$ cat src/hw/rtl/gha_pkg.sv
`default_nettype none
// ----------------------------------------------------------------------------
// gha_pkg
// Shared codes and control types for the generational handle allocator:
// request codes, result status codes and the controller/datapath signals.
// ----------------------------------------------------------------------------
package gha_pkg;

	// request codes on func
	localparam logic [1:0] FUNC_CREATE  = 2'd0;
	localparam logic [1:0] FUNC_DESTROY = 2'd1;
	localparam logic [1:0] FUNC_QUERY   = 2'd2;

	// result status codes
	localparam logic [1:0] ST_OK    = 2'd0;
	localparam logic [1:0] ST_FULL  = 2'd1;
	localparam logic [1:0] ST_STALE = 2'd2;

	// reset value of the reuse threshold register
	localparam int unsigned MIN_FREE_RESET = 64;

	// controller to datapath
	typedef struct packed {
		logic accept;  // capture the request
		logic pop_rd;  // read the free queue at its head
		logic gen_rd;  // read the generation table
		logic exec;    // update state and register the result
	} cmd_t;

	// datapath to controller
	typedef struct packed {
		logic need_pop;  // request is a create that reuses a freed index
	} stat_t;

endpackage

`default_nettype wire

$ cat src/hw/rtl/gha_ctrl.sv
`default_nettype none
// ----------------------------------------------------------------------------
// gha_ctrl
// Sequencer for one request: optional free queue read, generation table
// read, then execute. Drives busy and the datapath commands.
// ----------------------------------------------------------------------------
module gha_ctrl (
	input  wire logic          clk,
	input  wire logic          arst_n,
	input  wire logic          start,
	input  wire gha_pkg::stat_t stat,
	output gha_pkg::cmd_t      cmd,
	output logic               busy
);

	typedef enum logic [1:0] {
		S_IDLE,
		S_POP,
		S_LOOKUP,
		S_EXEC
	} state_t;

	state_t state_q;
	logic   busy_q;

	always_comb begin
		cmd.accept = start & ~busy_q;
		cmd.pop_rd = (state_q == S_POP);
		cmd.gen_rd = (state_q == S_LOOKUP);
		cmd.exec   = (state_q == S_EXEC);
	end

	assign busy = busy_q;

	always_ff @(posedge clk or negedge arst_n) begin
		if (!arst_n) begin
			state_q <= S_IDLE;
			busy_q  <= 1'b0;
		end else begin
			case (state_q)
				S_IDLE: begin
					if (start) begin
						busy_q  <= 1'b1;
						state_q <= stat.need_pop ? S_POP : S_LOOKUP;
					end
				end
				S_POP: begin
					state_q <= S_LOOKUP;
				end
				S_LOOKUP: begin
					state_q <= S_EXEC;
				end
				S_EXEC: begin
					busy_q  <= 1'b0;
					state_q <= S_IDLE;
				end
				default: begin
					busy_q  <= 1'b0;
					state_q <= S_IDLE;
				end
			endcase
		end
	end

`ifndef SYNTHESIS
	a_accept_busy: assert property (@(posedge clk) disable iff (!arst_n)
		cmd.accept |=> busy_q)
		else $error("busy not raised after a request transfer");
	a_exec_release: assert property (@(posedge clk) disable iff (!arst_n)
		(state_q == S_EXEC) |=> (!busy_q && state_q == S_IDLE))
		else $error("controller did not release after execute");
	a_cmd_onehot: assert property (@(posedge clk) disable iff (!arst_n)
		$onehot0({cmd.pop_rd, cmd.gen_rd, cmd.exec}) && (busy_q == (state_q != S_IDLE)))
		else $error("controller commands or busy inconsistent with state");
`endif

endmodule

`default_nettype wire

$ cat config.mk
export PLATFORM = sky130hd
export DESIGN_NAME = gha_ctrl
export DESIGN_NICKNAME = d
export VERILOG_FILES = /design/src/hw/rtl/gha_pkg.sv /design/src/hw/rtl/gha_ctrl.sv
export SDC_FILE = /design/constraint.sdc
export NUM_CORES = 1
export LEC_CHECK = 0
export BUFFER_PORTS_ARGS = -buffer_cell sky130_fd_sc_hd__buf_2
export CAP_MARGIN = 30
export CELL_PAD_IN_SITES_DETAIL_PLACEMENT = 2
export CELL_PAD_IN_SITES_GLOBAL_PLACEMENT = 2
export CORE_AREA = 2 2 39 41
export DETAILED_ROUTE_END_ITERATION = 8
export DIE_AREA = 0 0 41 43
export PLACE_DENSITY = 0.54
export SLEW_MARGIN = 20
export SYNTH_ARGS = -nofsm -noshare
export SYNTH_HDL_FRONTEND = slang
export SYNTH_SLANG_ARGS = --single-unit
export TNS_END_PERCENT = 20
$ cat constraint.sdc
create_clock -name clk -period 1.5 [get_ports clk]
set_input_delay 0.3 -clock clk [delete_from_list [all_inputs] [get_ports clk]]
set_output_delay 0.3 -clock clk [all_outputs]
set_load 0.03 [all_outputs]
==> results.py <==
metrics = {
    "power_and_ir_drop": {
        "p_leak_nw": 0.1771,
        "power_frac_seq_pct": 22.5,
        "p_per_area_mw_per_mm2": 2267,
        "power.share.clock_pct": 20.2,
        "p_int_w": 0.0003927,
        "power_w": 0.0007318,
        "combPwrFrac_pct": 57.3,
        "power_switching_w": 0.0003391,
        "p_sw_share_pct": 46.34,
        "ir_drop_v": 0.0004547,
    },
    "drt": {
        "viasPerCell": 3.863,
        "drc_errors": 0,
        "via_count": 197,
        "routed_wirelength_um": 497,
        "drt_iter0_markers": 0,
        "antenna_left": 0,
        "first_pass_iters": 1,
        "wl_per_cell_um": 9.745,
    },
    "cells_and_area": {
        "final_layout_size_suffix_gt1_share_pct": 34.29,
        "antenna_cells": 0,
        "layout.cells.non_filler": 51,
        "nets": 45,
        "layout-area-overhead-vs-synth_pct": 49.13,
    },
    "synth": {
        "yosys.area_share.simple_pct": 15.03,
        "syn-mean-instance-area_um2": 10.31,
        "synth_top_family_by_area": "adder cells",
        "synthXorXnorAreaFrac_pct": 0,
        "synth-seq-cells": 3,
        "muxShareOfSynthArea_pct": 9.249,
        "synth_fp_nets": 30,
        "synthAdderAreaFrac_pct": 28.90,
        "syn_area_um2": 216.5,
        "synthDistinctLibCells": 11,
        "seq_area_frac_synth_pct": 34.68,
        "yosysWarnings": 0,
        "synthCells": 21,
        "synth_compound_area_share_pct": 6.936,
    },
    "sta": {
        "finalMaxSlewViolations": 0,
        "skew_ns": 0.002526,
        "hold_viol_final": 0,
        "grt_setup_unrepaired": "false",
        "whs_ns": 0.3548,
        "setup_viol": 0,
        "post-route-period-util_pct": 96.06,
        "relSlewSlack_pct": 85.62,
        "setup_slack_ns": 0.05917,
        "tns_ns": 0,
        "finalCriticalPeriod_ns": 1.441,
        "tightest_slew_ns": 0.2157,
        "fmax_mhz": 694.0,
    },
    "clock_tree": {
        "clk_pin_slew_ns": 0.04,
        "cts_buffers": 3,
        "clock_sink_count": 3,
        "cts.path.max_buffers": 2,
        "clk_latency_ns": 0.24,
        "cts_tree": "built",
        "h-tree-depth": 1,
        "cts_root_buf": "clkbuf_4",
    },
    "setup_path": {
        "endpoint": "cmd[1]",
        "r2r_cells": 4,
        "endpoint_kind": "output port",
        "cpPeakStageDelay_ns": 0.41,
        "r2r_end": "busy$_DFFE_PN0P_",
        "cp_slowest_cell": "dfrtp_1",
        "required_ns": 1.20,
        "start_kind": "flop",
        "r2r_slack_ns": 0.17,
        "arrival_ns": 1.14,
        "r2r_start": "state_q[0]$_DFFE_PN0P_",
        "critPathLaunch": "state_q[0]$_DFFE_PN0P_",
        "cp_max_fo": 5,
        "critPathKind": "reg -> out",
        "crit_chain": "inv_1 > ha_1 > clkbuf_4",
    },
    "floorplan": {
        "ios": 9,
        "core_area_mm2": 0.001384,
        "start_util_pct": 15.64,
        "placementRows": 14,
        "die-area_mm2": 0.001763,
        "die_y_um": 43,
        "chipWidth_um": 41,
    },
    "global_route": {
        "grt_max_degree": 6,
        "grt_usage_pct": 6.647,
        "gr-total-overflow": 0,
        "antenna_found_initial": 0,
        "grt_pass1_wl_um": 765,
        "grt_pass1_vias": 214,
    },
    "placed_design": {
        "routabilityCongestion": 0.6940,
        "port_buffers": 8,
        "detailed_place_hpwl_um": 395.6,
        "dp_slack_ns": 0.1510,
        "dp_cells": 45,
    },
    "min_path": {
        "hold_path_class": "in -> reg",
    },
    "job": {
        "drv_cap": 0,
    },
    "outcome": {
        "status": "complete, no violations",
    },
}
==> per-stage QoR <==
| step | util [%] | cell area (um2) |
|---|---|---|
| 2_1_floorplan | - | 216.5 |
| 3_3_place_gp | 19.98 | 276.5 |
| 3_5_place_dp | 19.98 | 276.5 |
| 4_1_cts | 22.60 | 312.8 |
| 5_1_grt | 23.33 | 322.8 |
| 6_report | 23.33 | 322.8 |
==> worst min path at each step <==
stage / depth (start not counted) / endpoint / slack (ns) / startpoint
global placement: 1 / busy$_DFFE_PN0P_ / 0.1 / arst_n
detailed placement: 1 / state_q[0]$_DFFE_PN0P_ / 0.1 / arst_n
CTS: 3 / state_q[0]$_DFFE_PN0P_ / 0.35 / stat
floorplan: 0 / busy$_DFFE_PN0P_ / 0.004 / arst_n
finish: 3 / state_q[0]$_DFFE_PN0P_ / 0.35 / stat
global route: 3 / state_q[0]$_DFFE_PN0P_ / 0.37 / stat
==> worst max-delay path: cells and delay by family (launching register included) <==
family	cells	cell delay, ns
flops	1	0.41
buf+inv	2	0.27
fa+ha+maj	1	0.22
==> placed cells by master (no fill, tap or decap) <==
cell type and n:
buf_4 1, dlygate4sd3_1 1, buf_2 7, nand2b_1 1, clkbuf_1 1, nand2_1 1
dfrtp_1 3, or2_1 1, a31oi_1 1, ha_1 5, inv_1 3, nor2_1 1
a31o_1 1, clkbuf_4 4, mux2i_1 2, nor2b_1 2
==> repair_timing <==
item,4_1_cts,5_1_grt
hold endpoints to repair,3,0
endpoints found under the setup margin,0,1
setup buffers,0,1
gates resized for setup,0,1
hold buffers,1,0
==> power groups by stage <==
stage / Sequential [W] / Combinational (W) / Clock [W]
final: 0.000165 / 0.000419 / 0.000148
after global placement: 0.000167 / 0.000386 / 0
after CTS: 0.000167 / 0.000403 / 0.000154
after detailed placement: 0.000168 / 0.000397 / 0
after floorplan: 0.000173 / 0.000293 / 0
after global routing: 0.000173 / 0.000468 / 0.000155
==> final cells by class <==
class | count | area, um2
Fill cell | 162 | 1061
Timing Repair Buffer | 10 | 60.06
Clock buffer | 4 | 26.28
Multi-Input combinational cell | 15 | 130.1
Tap cell | 16 | 20.02
Inverter | 3 | 11.26
Sequential cell | 3 | 75.07
==> synth_stat cells (all sizes together) <==
library cell / count / area [um2]
a31o: 1 / 8.760
a31oi: 1 / 6.260
or2: 1 / 6.260
mux2i: 2 / 20.02
nor2: 1 / 3.750
dfrtp: 3 / 75.07
ha: 5 / 62.56
inv: 3 / 11.26
nand2: 1 / 3.750
nand2b: 1 / 6.260
nor2b: 2 / 12.51
==> cell families (layout without fill, tap and decap cells) <==
kind of cell	after synthesis	in the layout
AOI/OAI and AO/OA	2	2
DFF	3	3
and+or+nand+nor	6	6
muxes	2	2
adders and majority gates	5	5
buffers and inverters	3	17
==> layer usage <==
layer / routed length, um / vias up / GRT usage (%)
li1: - / 94 / -
met1: 199 / 92 / 6.494
met2: 242 / 9 / 10.63
met3: 32 / 2 / 1.571
met4: 23 / 0 / 6.000
met5: 0 / - / 0
==> flip-flops by register name (all words and copies together), names as in the netlist <==
| signal | count |
|---|---|
| busy | 1 |
| state_q | 2 |
(Power assumes the default switching activity.)
